<file path="src/bdnr_pkg.sv">
package bdnr_pkg;

  localparam int unsigned MAX_DIGITS   = 10;
  localparam int unsigned GLYPH_WIDTH  = 3;
  localparam int unsigned GLYPH_HEIGHT = 2;
  localparam int unsigned VALUE_W      = 32;
  localparam int unsigned BCD_W        = 4 * MAX_DIGITS;

  localparam logic [7:0] SPACE_CODE = 8'd32;

  typedef struct packed {
    logic [5:0]  column_start;
    logic [1:0]  row_start;
    logic [31:0] value;
    logic [3:0]  digit_count;
    logic        show_leading_zeros;
  } in_word_t;

  typedef struct packed {
    logic [6:0] cell_column;
    logic [2:0] cell_row;
    logic [7:0] cell_code;
    logic       last_cell;
  } out_word_t;

  // Big-font cell code for digit d, glyph row r, glyph column c.
  function automatic logic [7:0] glyph_code(logic [3:0] d, logic r, logic [1:0] c);
    logic [7:0] code;
    code = SPACE_CODE;
    unique case ({d, r, c})
      // digit 0
      7'b0000_0_00: code = 8'd1;
      7'b0000_0_01: code = 8'd7;
      7'b0000_0_10: code = 8'd0;
      7'b0000_1_00: code = 8'd1;
      7'b0000_1_01: code = 8'd5;
      7'b0000_1_10: code = 8'd0;
      // digit 1
      7'b0001_0_01: code = 8'd1;
      7'b0001_1_01: code = 8'd1;
      // digit 2
      7'b0010_0_00: code = 8'd4;
      7'b0010_0_01: code = 8'd2;
      7'b0010_0_10: code = 8'd0;
      7'b0010_1_00: code = 8'd1;
      7'b0010_1_01: code = 8'd5;
      7'b0010_1_10: code = 8'd5;
      // digit 3
      7'b0011_0_00: code = 8'd4;
      7'b0011_0_01: code = 8'd2;
      7'b0011_0_10: code = 8'd0;
      7'b0011_1_00: code = 8'd6;
      7'b0011_1_01: code = 8'd5;
      7'b0011_1_10: code = 8'd0;
      // digit 4
      7'b0100_0_00: code = 8'd1;
      7'b0100_0_01: code = 8'd5;
      7'b0100_0_10: code = 8'd0;
      7'b0100_1_10: code = 8'd0;
      // digit 5
      7'b0101_0_00: code = 8'd1;
      7'b0101_0_01: code = 8'd2;
      7'b0101_0_10: code = 8'd3;
      7'b0101_1_00: code = 8'd6;
      7'b0101_1_01: code = 8'd5;
      7'b0101_1_10: code = 8'd0;
      // digit 6
      7'b0110_0_00: code = 8'd1;
      7'b0110_0_01: code = 8'd2;
      7'b0110_0_10: code = 8'd3;
      7'b0110_1_00: code = 8'd1;
      7'b0110_1_01: code = 8'd5;
      7'b0110_1_10: code = 8'd0;
      // digit 7
      7'b0111_0_00: code = 8'd1;
      7'b0111_0_01: code = 8'd7;
      7'b0111_0_10: code = 8'd0;
      7'b0111_1_10: code = 8'd0;
      // digit 8
      7'b1000_0_00: code = 8'd1;
      7'b1000_0_01: code = 8'd2;
      7'b1000_0_10: code = 8'd0;
      7'b1000_1_00: code = 8'd1;
      7'b1000_1_01: code = 8'd5;
      7'b1000_1_10: code = 8'd0;
      // digit 9
      7'b1001_0_00: code = 8'd1;
      7'b1001_0_01: code = 8'd2;
      7'b1001_0_10: code = 8'd0;
      7'b1001_1_00: code = 8'd6;
      7'b1001_1_01: code = 8'd5;
      7'b1001_1_10: code = 8'd0;
      default:      code = SPACE_CODE;
    endcase
    return code;
  endfunction

endpackage

</file>
<file path="src/big_digit_number_renderer_top.sv">
// Big-digit renderer: turns an unsigned 32-bit number into character-cell
// writes for a text LCD, each digit drawn as a 3x2 big glyph.
//
// Input channel (in_valid_i/in_ready_o, in_word_i): one word per number.
// Output channel (out_valid_o/out_ready_i, out_word_o): one word per cell,
// 6 cells per shown digit, last_cell set on the final one. digit_count 0
// gives no cells; counts above 10 are treated as 10.
//
// Timing: the binary-to-BCD converter is a shift-and-add-3 register that
// takes one value bit per cycle. The BCD register is then shifted one
// digit per cycle to drop the unshown high digits, and cells leave one per
// cycle while the receiver is ready, from a single output register.
// in_ready_o is high only between numbers, though the last cell of the
// previous number may still sit in the output register.
//
// Reset (rst_ni low, asynchronous) returns to idle and drops out_valid_o.
// When the receiver stalls, the output register holds its word and the
// sequencer waits; no cell is skipped or repeated.
module big_digit_number_renderer_top
  import bdnr_pkg::*;
(
  input  logic      clk_i,
  input  logic      rst_ni,
  input  logic      in_valid_i,
  output logic      in_ready_o,
  input  in_word_t  in_word_i,
  output logic      out_valid_o,
  input  logic      out_ready_i,
  output out_word_t out_word_o
);

  typedef enum logic [1:0] {
    ST_IDLE,
    ST_CONV,
    ST_ALIGN,
    ST_EMIT
  } state_e;

  localparam logic [3:0] MaxDig   = 4'(MAX_DIGITS);
  localparam logic [1:0] LastCol  = 2'(GLYPH_WIDTH - 1);
  localparam logic       LastRow  = 1'(GLYPH_HEIGHT - 1);
  localparam logic [6:0] GlyphW   = 7'(GLYPH_WIDTH);
  localparam logic [4:0] LastBit  = 5'(VALUE_W - 1);

  state_e            state_q;
  logic [VALUE_W-1:0] bin_q;     // value bits still to shift in, MSB first
  logic [BCD_W-1:0]  bcd_q;      // ten BCD digits, leftmost shown digit on top after align
  logic [4:0]        bit_q;      // conversion step
  logic [3:0]        align_q;    // high digits still to drop
  logic [3:0]        remain_q;   // digits still to emit, including current
  logic [6:0]        base_q;     // column of current glyph's left cell
  logic [2:0]        row_q;      // top row of the field
  logic              r_q;
  logic [1:0]        c_q;
  logic              drawing_q;  // a non-blank digit has been drawn (or zeros shown)
  logic              out_valid_q;
  out_word_t         out_q;

  logic [3:0]        cnt_sat;
  logic [BCD_W-1:0]  bcd_adj;
  logic [3:0]        cur_digit;
  logic              blank;
  logic              out_free;
  out_word_t         out_d;

  assign cnt_sat = (in_word_i.digit_count > MaxDig) ? MaxDig : in_word_i.digit_count;

  // Add-3 correction on every BCD digit before the next shift.
  always_comb begin
    for (int i = 0; i < MAX_DIGITS; i++) begin
      bcd_adj[4*i +: 4] = (bcd_q[4*i +: 4] >= 4'd5) ? bcd_q[4*i +: 4] + 4'd3
                                                    : bcd_q[4*i +: 4];
    end
  end

  assign cur_digit = bcd_q[BCD_W-1 -: 4];
  assign blank     = (cur_digit == 4'd0) && !drawing_q && (remain_q != 4'd1);
  assign out_free  = !out_valid_q || out_ready_i;

  always_comb begin
    out_d.cell_column = base_q + {5'd0, c_q};
    out_d.cell_row    = row_q + {2'd0, r_q};
    out_d.cell_code   = blank ? SPACE_CODE : glyph_code(cur_digit, r_q, c_q);
    out_d.last_cell   = (remain_q == 4'd1) && (r_q == LastRow) && (c_q == LastCol);
  end

  always_ff @(posedge clk_i or negedge rst_ni) begin
    if (!rst_ni) begin
      state_q     <= ST_IDLE;
      out_valid_q <= 1'b0;
      out_q       <= '0;
      bin_q       <= '0;
      bcd_q       <= '0;
      bit_q       <= '0;
      align_q     <= '0;
      remain_q    <= '0;
      base_q      <= '0;
      row_q       <= '0;
      r_q         <= 1'b0;
      c_q         <= '0;
      drawing_q   <= 1'b0;
    end else begin
      // output register: loaded while emitting, cleared once taken
      if ((state_q == ST_EMIT) && out_free) begin
        out_valid_q <= 1'b1;
      end else if (out_valid_q && out_ready_i) begin
        out_valid_q <= 1'b0;
      end
      unique case (state_q)
        ST_IDLE: begin
          if (in_valid_i) begin
            bin_q     <= in_word_i.value;
            bcd_q     <= '0;
            bit_q     <= '0;
            align_q   <= MaxDig - cnt_sat;
            remain_q  <= cnt_sat;
            base_q    <= {1'b0, in_word_i.column_start};
            row_q     <= {1'b0, in_word_i.row_start};
            r_q       <= 1'b0;
            c_q       <= '0;
            drawing_q <= in_word_i.show_leading_zeros;
            if (cnt_sat != 4'd0) begin
              state_q <= ST_CONV;
            end
          end
        end
        ST_CONV: begin
          bcd_q <= {bcd_adj[BCD_W-2:0], bin_q[VALUE_W-1]};
          bin_q <= {bin_q[VALUE_W-2:0], 1'b0};
          bit_q <= bit_q + 5'd1;
          if (bit_q == LastBit) begin
            state_q <= ST_ALIGN;
          end
        end
        ST_ALIGN: begin
          if (align_q == 4'd0) begin
            state_q <= ST_EMIT;
          end else begin
            bcd_q   <= {bcd_q[BCD_W-5:0], 4'd0};
            align_q <= align_q - 4'd1;
          end
        end
        ST_EMIT: begin
          if (out_free) begin
            out_q <= out_d;
            if (c_q == LastCol) begin
              c_q <= '0;
              if (r_q == LastRow) begin
                r_q       <= 1'b0;
                bcd_q     <= {bcd_q[BCD_W-5:0], 4'd0};
                base_q    <= base_q + GlyphW;
                drawing_q <= drawing_q | !blank;
                remain_q  <= remain_q - 4'd1;
                if (remain_q == 4'd1) begin
                  state_q <= ST_IDLE;
                end
              end else begin
                r_q <= r_q + 1'b1;
              end
            end else begin
              c_q <= c_q + 2'd1;
            end
          end
        end
        default: state_q <= ST_IDLE;
      endcase
    end
  end

  assign in_ready_o  = (state_q == ST_IDLE);
  assign out_valid_o = out_valid_q;
  assign out_word_o  = out_q;

  // A number with no digits is dropped without leaving idle.
  a_zero_count_idle: assert property (@(posedge clk_i) disable iff (!rst_ni)
    in_valid_i && in_ready_o && (in_word_i.digit_count == 4'd0) |=> in_ready_o)
    else $error("zero-digit number left idle");

  // Any other number starts a conversion.
  a_count_busy: assert property (@(posedge clk_i) disable iff (!rst_ni)
    in_valid_i && in_ready_o && (in_word_i.digit_count != 4'd0) |=> !in_ready_o)
    else $error("number with digits not converted");

  // Cell codes are stroke codes or the space code.
  a_code_range: assert property (@(posedge clk_i) disable iff (!rst_ni)
    out_valid_o |-> (out_word_o.cell_code < 8'd8) || (out_word_o.cell_code == SPACE_CODE))
    else $error("bad cell code");

  // Emission only while digits remain.
  a_emit_remain: assert property (@(posedge clk_i) disable iff (!rst_ni)
    (state_q == ST_EMIT) |-> (remain_q != 4'd0) && (remain_q <= MaxDig))
    else $error("emit with no digits left");

endmodule
</file>
<file path="config.mk">
export PLATFORM = sky130hd
export DESIGN_NAME = big_digit_number_renderer_top
export DESIGN_NICKNAME = d
export VERILOG_FILES = /design/src/bdnr_pkg.sv /design/src/big_digit_number_renderer_top.sv
export SDC_FILE = /design/constraint.sdc
export NUM_CORES = 1
export LEC_CHECK = 0
export BUFFER_PORTS_ARGS = -buffer_cell sky130_fd_sc_hd__buf_2
export CORE_MARGIN = 1.5
export CORE_UTILIZATION = 55
export CTS_BUF_LIST = sky130_fd_sc_hd__clkbuf_4
export CTS_CLUSTER_SIZE = 12
export DETAILED_ROUTE_END_ITERATION = 10
export PLACE_DENSITY = 0.86
export SKIP_LAST_GASP = 1
export SYNTH_ARGS = -nofsm -noshare
export SYNTH_HDL_FRONTEND = slang
export SYNTH_SLANG_ARGS = --single-unit
</file>
<file path="constraint.sdc">
create_clock -name clk_i -period 2.31 [get_ports clk_i]
set_input_delay 0.231 -clock clk_i [delete_from_list [all_inputs] [get_ports clk_i]]
set_output_delay 0.231 -clock clk_i [all_outputs]
set_load 0.01 [all_outputs]
</file>
==> metrics.txt <==
status=complete, no violations; top-area cell type share of the netlist area=0.413; total number of vias=~6000; Cells after Synth=762; period utilization=0.957; CP startpoint=state_q[1]$_DFFE_PN0P_; drt via density=between 5 and 6; DRT iter0 DRCs=411; Rows=41; Top FF cell, synth=dfrtp_1; Detailed Route WL=16600 um; Final nets=958; Die H=116 um; drt pass-1 iters=5; worst r2r src=state_q[1]$_DFFE_PN0P_; grt total ovfl=0; DRC=0; GRT Total Usage=0.269; EDFF count, synth=0; total power=11000 uW; TritonCTS clock tree=yes; IO buf count=65; area leader, netlist=dfrtp_1; largest net degree at the start of global routing=59; initial antenna violation count=1; Routed Antenna Nets=0; final setup TNS=0 ns; share of layout cells above drive strength 1=0.158; top post-synthesis cells by area=dfrtp_1, ha_1, mux2i_1, o21ai_0, nand2_1; Worst EP required=2.70 ns; Setup violations, final=0; Syn. warnings=0; I/O pin count=70; sequential area share after synthesis=0.413; area grow syn2layout=19.0%; placed cells=roughly 980; asr flop ratio synth=1.00; Setup crit end kind=flip-flop; max_cap viols=0; Post-CTS Setup Inserts=0; DIE AREA=roughly 13000 sq um; vias in the first global route=5973; Clock Root Buffer=clkbuf_4; Max IR drop VDD=0.803 mV; Post-Layout Cell Count=1052; endpoints failing hold=0; unrepaired setup endpoints after global routing=false; Synth Cell Area=7020 sq um; Slew @ Worst Pin=0.712 ns; worst hold path startpoint=in_word_i[1]; leakage power=0.00369 uW; Slew Limit Fails=0; Power Density=between 1000 and 1500 nW/um^2; Worst-path clk slew=0.11 ns; Rel. slew slack=0.524; maximum fanout along the worst path=34; class of the worst hold path=input pin to flip-flop; routability cong.=0.899; Tmin final=2.21 ns; Yosys cell types=62; Final Skew=roughly 0.015 ns; drt wl/cell=15.8 um; Starting Density=0.561; Clock Sinks=116; clk_lat worst skew=0.55 ns; Yosys reg bits=116; Post-DP HPWL=10400 um; worst path arrival time=~2.6 ns; Die W=116 um; global-route wire length before repair=around 28000 um; Synth Area per Inst=9.22 sq um; CP Class=flip-flop to flip-flop; fmax=453 MHz; CORE AREA=12500 sq um; Max clock buf depth=2; CTS Buf Count=17; Critical Path Start Type=flip-flop; WHS=between 0.04 and 0.05 ns; H-tree depth=4
-- area by class of cell --
type                            instances  area [sq um]
Multi-Input combinational cell        561          3810
Fill cell                             978          4160
Sequential cell                       116          2900
Inverter                               38           143
Antenna cell                            1          2.50
Timing Repair Buffer                  132           971
Clock inverter                         15           188
Clock buffer                           17           128
Tap cell                              172           215
-- cell families (layout without fill, tap and decap cells) --
kind of cell,after synthesis,count (layout),synth area share
AOI/OAI and AO/OA,234,235,0.206
and+or+nand+nor,196,196,0.134
DFF,116,116,0.413
buffers and inverters,89,202,0.0531
muxes,55,55,0.0800
adders and majority gates,43,43,0.0777
xor gates and xnor gates,28,28,0.0349
other,1,5,0.000534
-- state kept, by name, summed over array words and instances (netlist names), 4 cells and up --
name and count:
remain_q 4, out_word_o 15, bit_q 5, base_q 7, align_q 4, bcd_q 40, bin_q 32
-- where the power goes --
group          internal [uW]  total, uW  switching, uW  leakage, uW
logic                   2340       5800           3460      0.00203
clock network            846       1650            807     0.000163
registers               2830       3550            717      0.00150
-- synthesized netlist by cell type (3+ instances only) --
cell and count:
a21oi_1 38, dfrtp_1 116, a2bb2oi_1 8, o211ai_1 5, nand3_1 12, nor2_1 19
clkbuf_1 34, nor3b_1 9, xor2_1 4, a221oi_1 6, mux2_2 9, ha_1 42
buf_2 10, mux2i_1 46, nor2b_1 7, o21ai_1 11, a21o_1 9, nand2_1 102
o21ai_0 90, buf_4 5, xnor2_1 24, inv_1 36, o31ai_1 19, nand2b_1 16
a31oi_1 5, a22oi_1 18, a32oi_1 8, nor3_1 11, nand4_1 3
-- critical path, cell delays in order, from the launching register on --
cell and delay (ns):
dfrtp_1 0.40, inv_1 0.10, ha_2 0.19, buf_4 0.40
buf_4 0.48, mux2i_1 0.29, o21ai_0 0.16
-- path summary, 6_finish.rpt --
| check | endpoint | slack, ns | cells past startpoint |
|---|---|---|---|
| worst max-delay path | bin_q[27]$_DFFE_PN0P_ | 0.10 | 6 |
| worst max register to register | bin_q[27]$_DFFE_PN0P_ | 0.10 | 6 |
| max in group asynchronous | bcd_q[27]$_DFFE_PN0P_ | 1.39 | 3 |
| worst min-delay path | remain_q[0]$_DFFE_PN0P_ | 0.05 | 5 |
| worst min register to register | out_word_o[15]$_DFFE_PN0P_ | 0.49 | 2 |
| min in group asynchronous | out_word_o[16]$_DFFE_PN0P_ | 0.18 | 2 |
-- metrics by stage --
step | setup slack (ns) | utilization | cell area (sq um)
floorplan | 0.0897 | - | 7030
global placement | 0.0532 | 0.605 | 7570
detailed placement | -0.0564 | 0.605 | 7570
CTS | 0.00174 | 0.665 | 8330
global route | 0.0108 | 0.668 | 8360
finish | 0.100 | 0.668 | 8360
-- layout by cell type (no fill, tap or decap), drive strengths merged, types with 3 or more instances in the layout --
cell type / count
inv: 37
dlygate4sd3: 43
xnor2: 24
buf: 89
xor2: 4
a21o: 9
nor2: 19
mux2i: 46
bufinv: 4
mux2: 9
a31oi: 5
nor3b: 9
nor3: 13
nand2: 102
clkinvlp: 3
a2bb2oi: 8
a221oi: 6
nand4: 3
nand2b: 16
o211ai: 5
a21oi: 39
clkinv: 9
a22oi: 18
ha: 42
conb: 4
nor2b: 8
a32oi: 8
o31ai: 19
o21ai: 102
clkbuf: 17
nand3: 12
dfrtp: 116
-- per-layer routing --
layer  vias to the layer above  part of all wire  wire length [um]  GRT usage
li1                       2925                 -                 -          -
met1                      2948              0.43              7100      0.332
met2                       215              0.50              8260      0.458
met3                        42             0.051               855     0.0518
met4                         0             0.024               396      0.120
met5                         -                 0                 0          0
-- timing repair --
item / 4_1_cts / 5_1_grt
pin swaps: 0 / 0
resized for setup: 0 / 6
endpoints found under the hold margin: 78 / 0
cloned: 1 / 0
hold buffers: 43 / 0
setup endpoints to repair: 8 / 46
No activity file was read; power rests on OpenSTA's default activity.
